===== config.mk =====
export PLATFORM = sky130hd
export DESIGN_NAME = i2c_slave_buffer_responder_unit
export DESIGN_NICKNAME = d
export VERILOG_FILES = /design/src/sv/i2csbr_pkg.sv /design/src/sv/i2csbr_ctrl.sv /design/src/sv/i2csbr_dp.sv /design/src/sv/i2c_slave_buffer_responder_unit.sv
export SDC_FILE = /design/constraint.sdc
export NUM_CORES = 2
export LEC_CHECK = 0
export ABC_AREA = 1
export BUFFER_PORTS_ARGS = -buffer_cell sky130_fd_sc_hd__buf_2
export CAP_MARGIN = 20
export CORE_MARGIN = 2
export CORE_UTILIZATION = 25
export CTS_CLUSTER_DIAMETER = 80
export CTS_CLUSTER_SIZE = 10
export DETAILED_ROUTE_END_ITERATION = 10
export PLACE_DENSITY = 0.5
export SKIP_CTS_REPAIR_TIMING = 1
export SKIP_LAST_GASP = 1
export SYNTH_ARGS = -nofsm -noshare
export SYNTH_HDL_FRONTEND = slang
export SYNTH_HIERARCHICAL = 1
export SYNTH_SLANG_ARGS = --single-unit

===== constraint.sdc =====
create_clock -name clk -period 30.6 [get_ports clk]
set_input_delay 3.06 -clock clk [delete_from_list [all_inputs] [get_ports clk]]
set_output_delay 3.06 -clock clk [all_outputs]
set_load 0.01 [all_outputs]

===== src/sv/i2csbr_pkg.sv =====
package i2csbr_pkg;

  localparam int DEPTH  = 256;
  localparam int ADDR_W = $clog2(DEPTH);
  localparam int PTR_W  = 9;

  localparam logic [PTR_W-1:0] DEPTH_PTR = PTR_W'(DEPTH);

  localparam logic [3:0] MODE_START     = 4'd0;
  localparam logic [3:0] MODE_STOP      = 4'd1;
  localparam logic [3:0] MODE_GEN_CALL  = 4'd2;
  localparam logic [3:0] MODE_BYTE_RX   = 4'd3;
  localparam logic [3:0] MODE_BYTE_REQ  = 4'd4;
  localparam logic [3:0] MODE_HOST_RD   = 4'd5;
  localparam logic [3:0] MODE_HOST_WR   = 4'd6;
  localparam logic [3:0] MODE_SET_FLAG  = 4'd7;
  localparam logic [3:0] MODE_ARM       = 4'd8;

  localparam logic [1:0] FLAG_RX_DONE = 2'd0;
  localparam logic [1:0] FLAG_TX_DONE = 2'd1;
  localparam logic [1:0] FLAG_GC      = 2'd2;

  localparam logic [7:0] TX_PAST_END = 8'hFF;

  typedef struct packed {
    logic [3:0] mode;
    logic [7:0] bus_byte;
    logic [7:0] host_index;
    logic [7:0] host_data;
    logic [1:0] flag_select;
    logic       flag_value;
  } req_t;

  typedef struct packed {
    logic [7:0]       bus_tx_byte;
    logic [7:0]       host_read_data;
    logic [7:0]       internal_address;
    logic             rx_done;
    logic             tx_done;
    logic             general_call_seen;
    logic [PTR_W-1:0] pointer;
  } rsp_t;

  typedef struct packed {
    logic load;
    logic exec;
  } ctrl_cmd_t;

endpackage


===== src/sv/i2csbr_ctrl.sv =====
module i2csbr_ctrl
  import i2csbr_pkg::*;
(
  input  logic      clk,
  input  logic      rst,
  input  logic      req_valid,
  output logic      req_ready,
  output logic      rsp_valid,
  input  logic      rsp_ready,
  output ctrl_cmd_t cmd
);

  typedef enum logic [2:0] {
    ST_IDLE = 3'b001,
    ST_EXEC = 3'b010,
    ST_RESP = 3'b100
  } state_t;

  state_t state;
  state_t state_next;

  always_comb begin
    state_next = state;
    case (state)
      ST_IDLE: begin
        if (req_valid) begin
          state_next = ST_EXEC;
        end
      end
      ST_EXEC: begin
        state_next = ST_RESP;
      end
      ST_RESP: begin
        if (rsp_ready) begin
          state_next = ST_IDLE;
        end
      end
      default: begin
        state_next = ST_IDLE;
      end
    endcase
  end

  always_ff @(posedge clk) begin
    if (rst) begin
      state <= ST_IDLE;
    end else begin
      state <= state_next;
    end
  end

  assign req_ready = (state == ST_IDLE);
  assign rsp_valid = (state == ST_RESP);
  assign cmd.load  = req_ready && req_valid;
  assign cmd.exec  = (state == ST_EXEC);

endmodule


===== src/sv/i2csbr_dp.sv =====
module i2csbr_dp
  import i2csbr_pkg::*;
(
  input  logic             clk,
  input  logic             rst,
  input  ctrl_cmd_t        cmd,
  input  req_t             req,
  output rsp_t             rsp,
  input  logic             cfg_we,
  input  logic [PTR_W-1:0] cfg_wdata
);

  logic [7:0] mem [DEPTH];
  logic [7:0] mem_q;

  req_t             item;
  logic [PTR_W-1:0] buffer_size;
  logic [PTR_W-1:0] index;
  logic [7:0]       latched_address;
  logic             start_pending;
  logic             receiving;
  logic             sending;
  logic             rx_done;
  logic             tx_done;
  logic             gc;
  logic             tx_mem;
  logic             tx_ff;
  logic             hrd_mem;

  logic [PTR_W-1:0] index_next;
  logic [7:0]       latched_address_next;
  logic             start_pending_next;
  logic             receiving_next;
  logic             sending_next;
  logic             rx_done_next;
  logic             tx_done_next;
  logic             gc_next;
  logic             tx_mem_next;
  logic             tx_ff_next;
  logic             hrd_mem_next;

  logic [PTR_W-1:0]  lim;
  logic [PTR_W-1:0]  bus_ext;
  logic [PTR_W-1:0]  host_ext;
  logic [PTR_W-1:0]  eff;
  logic              mem_we;
  logic [ADDR_W-1:0] waddr;
  logic [ADDR_W-1:0] raddr;
  logic [7:0]        wdata;

  always_comb begin
    lim      = (buffer_size > DEPTH_PTR) ? DEPTH_PTR : buffer_size;
    bus_ext  = {1'b0, item.bus_byte};
    host_ext = {1'b0, item.host_index};
    eff      = start_pending ? {1'b0, latched_address} : index;

    index_next           = index;
    latched_address_next = latched_address;
    start_pending_next   = start_pending;
    receiving_next       = receiving;
    sending_next         = sending;
    rx_done_next         = rx_done;
    tx_done_next         = tx_done;
    gc_next              = gc;
    tx_mem_next          = 1'b0;
    tx_ff_next           = 1'b0;
    hrd_mem_next         = 1'b0;
    mem_we               = 1'b0;
    waddr                = index[ADDR_W-1:0];
    wdata                = item.bus_byte;
    raddr                = eff[ADDR_W-1:0];

    case (item.mode)
      MODE_START: begin
        start_pending_next = 1'b1;
        index_next         = '0;
      end
      MODE_STOP: begin
        if (receiving) begin
          receiving_next = 1'b0;
          rx_done_next   = 1'b1;
        end
        if (sending) begin
          sending_next = 1'b0;
          tx_done_next = 1'b1;
        end
      end
      MODE_GEN_CALL: begin
        gc_next = 1'b1;
      end
      MODE_BYTE_RX: begin
        if (start_pending) begin
          start_pending_next = 1'b0;
          receiving_next     = 1'b1;
          if (bus_ext < lim) begin
            latched_address_next = item.bus_byte;
            index_next           = bus_ext;
          end else begin
            latched_address_next = '0;
            index_next           = '0;
          end
        end else if (index < lim) begin
          mem_we     = 1'b1;
          index_next = index + PTR_W'(1);
        end
      end
      MODE_BYTE_REQ: begin
        if (start_pending) begin
          start_pending_next = 1'b0;
          sending_next       = 1'b1;
        end
        if (eff < lim) begin
          tx_mem_next = 1'b1;
          index_next  = eff + PTR_W'(1);
        end else begin
          tx_ff_next = 1'b1;
          index_next = eff;
        end
      end
      MODE_HOST_RD: begin
        raddr        = item.host_index[ADDR_W-1:0];
        hrd_mem_next = (host_ext < DEPTH_PTR);
      end
      MODE_HOST_WR: begin
        waddr  = item.host_index[ADDR_W-1:0];
        wdata  = item.host_data;
        mem_we = (host_ext < DEPTH_PTR);
      end
      MODE_SET_FLAG: begin
        case (item.flag_select)
          FLAG_RX_DONE: rx_done_next = item.flag_value;
          FLAG_TX_DONE: tx_done_next = item.flag_value;
          FLAG_GC:      gc_next      = item.flag_value;
          default: begin
          end
        endcase
      end
      MODE_ARM: begin
        rx_done_next       = 1'b0;
        tx_done_next       = 1'b0;
        gc_next            = 1'b0;
        receiving_next     = 1'b0;
        sending_next       = 1'b0;
        start_pending_next = 1'b0;
      end
      default: begin
      end
    endcase
  end

  always_ff @(posedge clk) begin
    if (cmd.exec) begin
      if (mem_we) begin
        mem[waddr] <= wdata;
      end
      mem_q <= mem[raddr];
    end
  end

  always_ff @(posedge clk) begin
    if (cmd.load) begin
      item <= req;
    end
  end

  always_ff @(posedge clk) begin
    if (rst) begin
      buffer_size <= '0;
    end else if (cfg_we) begin
      buffer_size <= cfg_wdata;
    end
  end

  always_ff @(posedge clk) begin
    if (rst) begin
      index           <= '0;
      latched_address <= '0;
      start_pending   <= 1'b0;
      receiving       <= 1'b0;
      sending         <= 1'b0;
      rx_done         <= 1'b0;
      tx_done         <= 1'b0;
      gc              <= 1'b0;
      tx_mem          <= 1'b0;
      tx_ff           <= 1'b0;
      hrd_mem         <= 1'b0;
    end else if (cmd.exec) begin
      index           <= index_next;
      latched_address <= latched_address_next;
      start_pending   <= start_pending_next;
      receiving       <= receiving_next;
      sending         <= sending_next;
      rx_done         <= rx_done_next;
      tx_done         <= tx_done_next;
      gc              <= gc_next;
      tx_mem          <= tx_mem_next;
      tx_ff           <= tx_ff_next;
      hrd_mem         <= hrd_mem_next;
    end
  end

  always_comb begin
    if (tx_mem) begin
      rsp.bus_tx_byte = mem_q;
    end else if (tx_ff) begin
      rsp.bus_tx_byte = TX_PAST_END;
    end else begin
      rsp.bus_tx_byte = '0;
    end
    rsp.host_read_data    = hrd_mem ? mem_q : 8'h00;
    rsp.internal_address  = latched_address;
    rsp.rx_done           = rx_done;
    rsp.tx_done           = tx_done;
    rsp.general_call_seen = gc;
    rsp.pointer           = index;
  end

endmodule


===== src/sv/i2c_slave_buffer_responder_unit.sv =====
// I2C slave buffer with an auto-incrementing pointer, fed with bus events and host accesses
// that arrive as requests, one response per request. Each request passes from acceptance
// through the execute state, where the buffer is accessed with registered read data, to the
// response, which waits for rsp_ready; a new request is taken only after the previous
// response has been taken. The buffer_size register is to be written through cfg_we and
// cfg_wdata only while no request is open; the block itself does not enforce this.
module i2c_slave_buffer_responder_unit
  import i2csbr_pkg::*;
(
  input  logic             clk,
  input  logic             rst,
  input  logic             req_valid,
  output logic             req_ready,
  input  req_t             req,
  output logic             rsp_valid,
  input  logic             rsp_ready,
  output rsp_t             rsp,
  input  logic             cfg_we,
  input  logic [PTR_W-1:0] cfg_wdata
);

  ctrl_cmd_t cmd;

  i2csbr_ctrl u_ctrl (
    .clk       (clk),
    .rst       (rst),
    .req_valid (req_valid),
    .req_ready (req_ready),
    .rsp_valid (rsp_valid),
    .rsp_ready (rsp_ready),
    .cmd       (cmd)
  );

  i2csbr_dp u_dp (
    .clk       (clk),
    .rst       (rst),
    .cmd       (cmd),
    .req       (req),
    .rsp       (rsp),
    .cfg_we    (cfg_we),
    .cfg_wdata (cfg_wdata)
  );

endmodule


==> results.yml <==
run_status:
  status: "complete, no violations"
detailed_routing:
  ant_nets: 0
  first_iter_violations: 6010
  routed_wirelength_um: 280700
  vias: 62830
  wl_per_cell_um: 20.02
  dr.pass1.iters: 5
  drcViolationCount: 0
  vias_per_cell: 4.481
sta:
  min_period_over_period_pct: 21.83
  hold_viol_final: 0
  finClkSkew_ns: 0.1378
  max_slew_margin_pct: 14.81
  whs_ns: 0.4827
  finalSetupViolCount: 0
  fin_crit_ns: 6.680
  setup_tns_ns: 0
  clock.fmax_ghz: 0.1497
  tightest_slew_ns: 1.278
  drv_slew: 0
  rsz0062_at_grt: "no"
power_and_ir_drop:
  p_per_area_nw_per_um2: 58.51
  leakage_uw: 0.04109
  total_power_uw: 6141
  ir_worst_vdd_mv: 0.04875
clock_network:
  clkSinkCount: 2125
  cts_buffers: 240
  clkSlewWorstSetupHoldPaths_ns: 0.06
  htree_levels: 4
  clock_latency_ns: 0.94
  cts_root_buf: "clkbuf_16"
  cts_tree: "done"
  clockBufferDepth: 4
setup_path:
  r2r_cells: 15
  path_max_fanout: 162
  cp.required_ns: 31.27
  start_kind: "register"
  arrival_ns: 7.35
  endpoint_kind: "register"
  worst_r2r_endpoint: "u_dp/mem_q[3]"
  r2r_slack_ns: 23.92
  r2r_start: "u_dp/item[30]"
  critPathKind: "reg -> reg"
min_path:
  hold_path_class: "reg -> reg"
  holdPathEnd: "u_dp/receiving"
  min_from: "u_dp/receiving"
  worstHoldPathCells: 2
synthesis:
  syn_area_um2: 93230
  ys_warn_count: 6
  synth-seq-cells: 2125
  synthCells: 9084
  syn_nets: 9154
  async_flop_share_pct: 0
  synth.yosys.seq_area_share_pct: 68.03
  synth_edf_count: 2087
  synth-main-ff-cell: "edfxtp_1"
  synth_cell_type_count: 43
  avgSynthCellArea_um2: 10.26
grt:
  grt_antenna_before_repair: 11
  track_usage_pct: 14.38
  grt_remaining_overflow: 0
  grt_pass1_vias: 59700
  grt_max_degree: 200
  grt_pass1_wl_um: 412200
final_layout:
  final_nets: 9080
  area_growth_pct: 12.56
  seqCellArea_um2: 63430
  fillers: 38770
  drive_gt1_share_pct: 5.505
  multi_input_area_um2: 22300
floorplanning:
  start_util_pct: 25.09
  die_x_um: 614.7
  fp.dieH_um: 614.7
  core_um2: 371600
  die_area_um2: 377800
  ios: 83
  rows: 224
place:
  dp_hpwl_um: 156700
  numPortBuffers: 82
  place.gp.congestion: 0.8359
run:
  drv_cap: 0
-- layout by cell type (no fill, tap or decap), drive strengths merged --
cell type	count
a211oi	2
a21boi	1
a21oi	42
a22oi	1
a31oi	4
buf	183
bufinv	1
clkbuf	268
clkinv	7
clkinvlp	2
dfxtp	38
diode	4
edfxtp	2087
ha	25
inv	1433
mux2	2
nand2	2664
nand3	1725
nand3b	56
nand4	5
nor2	347
nor3	14
nor4	1
o2111ai	5
o211ai	60
o21a	1
o21ai	59
o21bai	1
o221a	1
o22ai	1
or2	4
xnor2	3
xor2	3
-- logic make-up (layout without fill, tap and decap cells) --
| group | after synthesis | after routing | share of synthesized area [%] |
|---|---|---|---|
| AOI/OAI and AO/OA | 178 | 178 | 1.186 |
| xor gates and xnor gates | 6 | 6 | 0.05637 |
| adders and majority gates | 25 | 25 | 0.3355 |
| buffers and inverters | 1932 | 1894 | 8.314 |
| DFF | 2125 | 2125 | 68.03 |
| muxes | 2 | 2 | 0.02415 |
| other | 0 | 4 | 0 |
| and+or+nand+nor | 4816 | 4816 | 22.05 |
-- synth_stat cells (2+ instances only) --
master / n / area, um^2
a31oi_1: 4 / 25.02
or2_2: 3 / 18.77
a211oi_1: 2 / 15.01
nand2_4: 2 / 22.52
clkinv_1: 3 / 11.26
buf_1: 22 / 82.58
buf_4: 6 / 45.04
buf_2: 375 / 1877
o21ai_2: 5 / 43.79
ha_1: 25 / 312.8
inv_2: 7 / 26.28
o21ai_1: 8 / 40.04
nand4_1: 5 / 31.28
o211ai_1: 60 / 450.4
clkbuf_1: 95 / 356.6
nor3_1: 12 / 60.06
xor2_1: 3 / 26.28
nor2_4: 3 / 33.78
nand2_2: 2 / 12.51
xnor2_1: 3 / 26.28
o2111ai_1: 5 / 43.79
nor2_1: 341 / 1280
nand3_2: 2 / 20.02
nand3_1: 1723 / 8623
nor3_2: 2 / 20.02
nor2_2: 3 / 18.77
edfxtp_1: 2087 / 62670
a21oi_1: 42 / 210.2
nand3b_1: 56 / 420.4
dfxtp_1: 38 / 760.7
mux2_2: 2 / 22.52
o21ai_0: 46 / 230.2
nand2_1: 2660 / 9985
inv_1: 1423 / 5341
-- sequential cells by signal, summed over array words and instances (netlist names), 3 cells and up --
signal and cells:
u_dp/mem 2048, u_dp/bus_ext 8, u_dp/latched_address 8, u_dp/mem_q 8, u_dp/item 15, u_ctrl/state 3, u_dp/index 9, u_dp/buffer_size 9
u_dp/host_ext 8
-- worst max-delay path by stage --
stage                        from        endpoint  cells after the start
global route        u_dp/item[30]   u_dp/mem_q[3]                     15
global placement    u_dp/item[30]   u_dp/mem_q[3]                     15
detailed placement  u_dp/item[28]   u_dp/mem_q[3]                     15
finish              u_dp/item[30]   u_dp/mem_q[3]                     15
floorplan           u_dp/item[29]  u_dp/mem[0][1]                      7
CTS                 u_dp/item[30]   u_dp/mem_q[3]                     15
-- worst max-delay path, stage by stage, from the launching register on --
cell and delay [ns]:
edfxtp_1 0.45, nor2_4 0.27, nand3_2 0.50, nand2_8 0.95, buf_4 0.85, buf_12 0.66, buf_4 0.80, nand2_1 0.14
nand3_1 0.12, nand3_1 0.08, nand3_1 0.16, nand3_1 0.11, nand3_1 0.25, nand3_1 0.32, nand3_1 0.32, nand2_1 0.07
-- through the flow --
stage	setup WS, ns	area (um^2)	cells	util (%)
floorplan	20.86	93230	9084	-
global route	23.72	104900	14020	28.24
detailed placement	24.07	98650	13740	26.54
global placement	24.15	98640	13740	26.54
CTS	24.05	104900	14020	28.23
finish	23.92	104900	14020	28.24
-- power by group --
group          leakage [uW]  total [uW]  internal (uW)  switching, uW
clock               0.00307        2500           1400           1100
sequential           0.0191        3250           3250           4.61
combinational        0.0190         392           78.5            313
-- final cells by class --
type / count / area share, %
inverters: 1433 / 5.138
clock buffers: 268 / 5.853
multi-input cells: 5027 / 21.25
clock inverters: 10 / 0.1347
diodes: 4 / 0.009538
well taps: 4972 / 5.928
flip-flops and latches: 2125 / 60.44
repair buffers: 183 / 1.245
-- routing by layer --
layer | part of all wire [%] | track usage [%] | wire length, um | vias up
met1 | 45 | 20.16 | 126700 | 30950
li1 | - | - | - | 29550
met3 | 5.8 | 1.767 | 16320 | 423
met5 | 0.0082 | 0 | 23 | -
met2 | 46 | 22.97 | 128500 | 1897
met4 | 3.3 | 4.732 | 9245 | 4
Power figures use the tool's default switching activity.
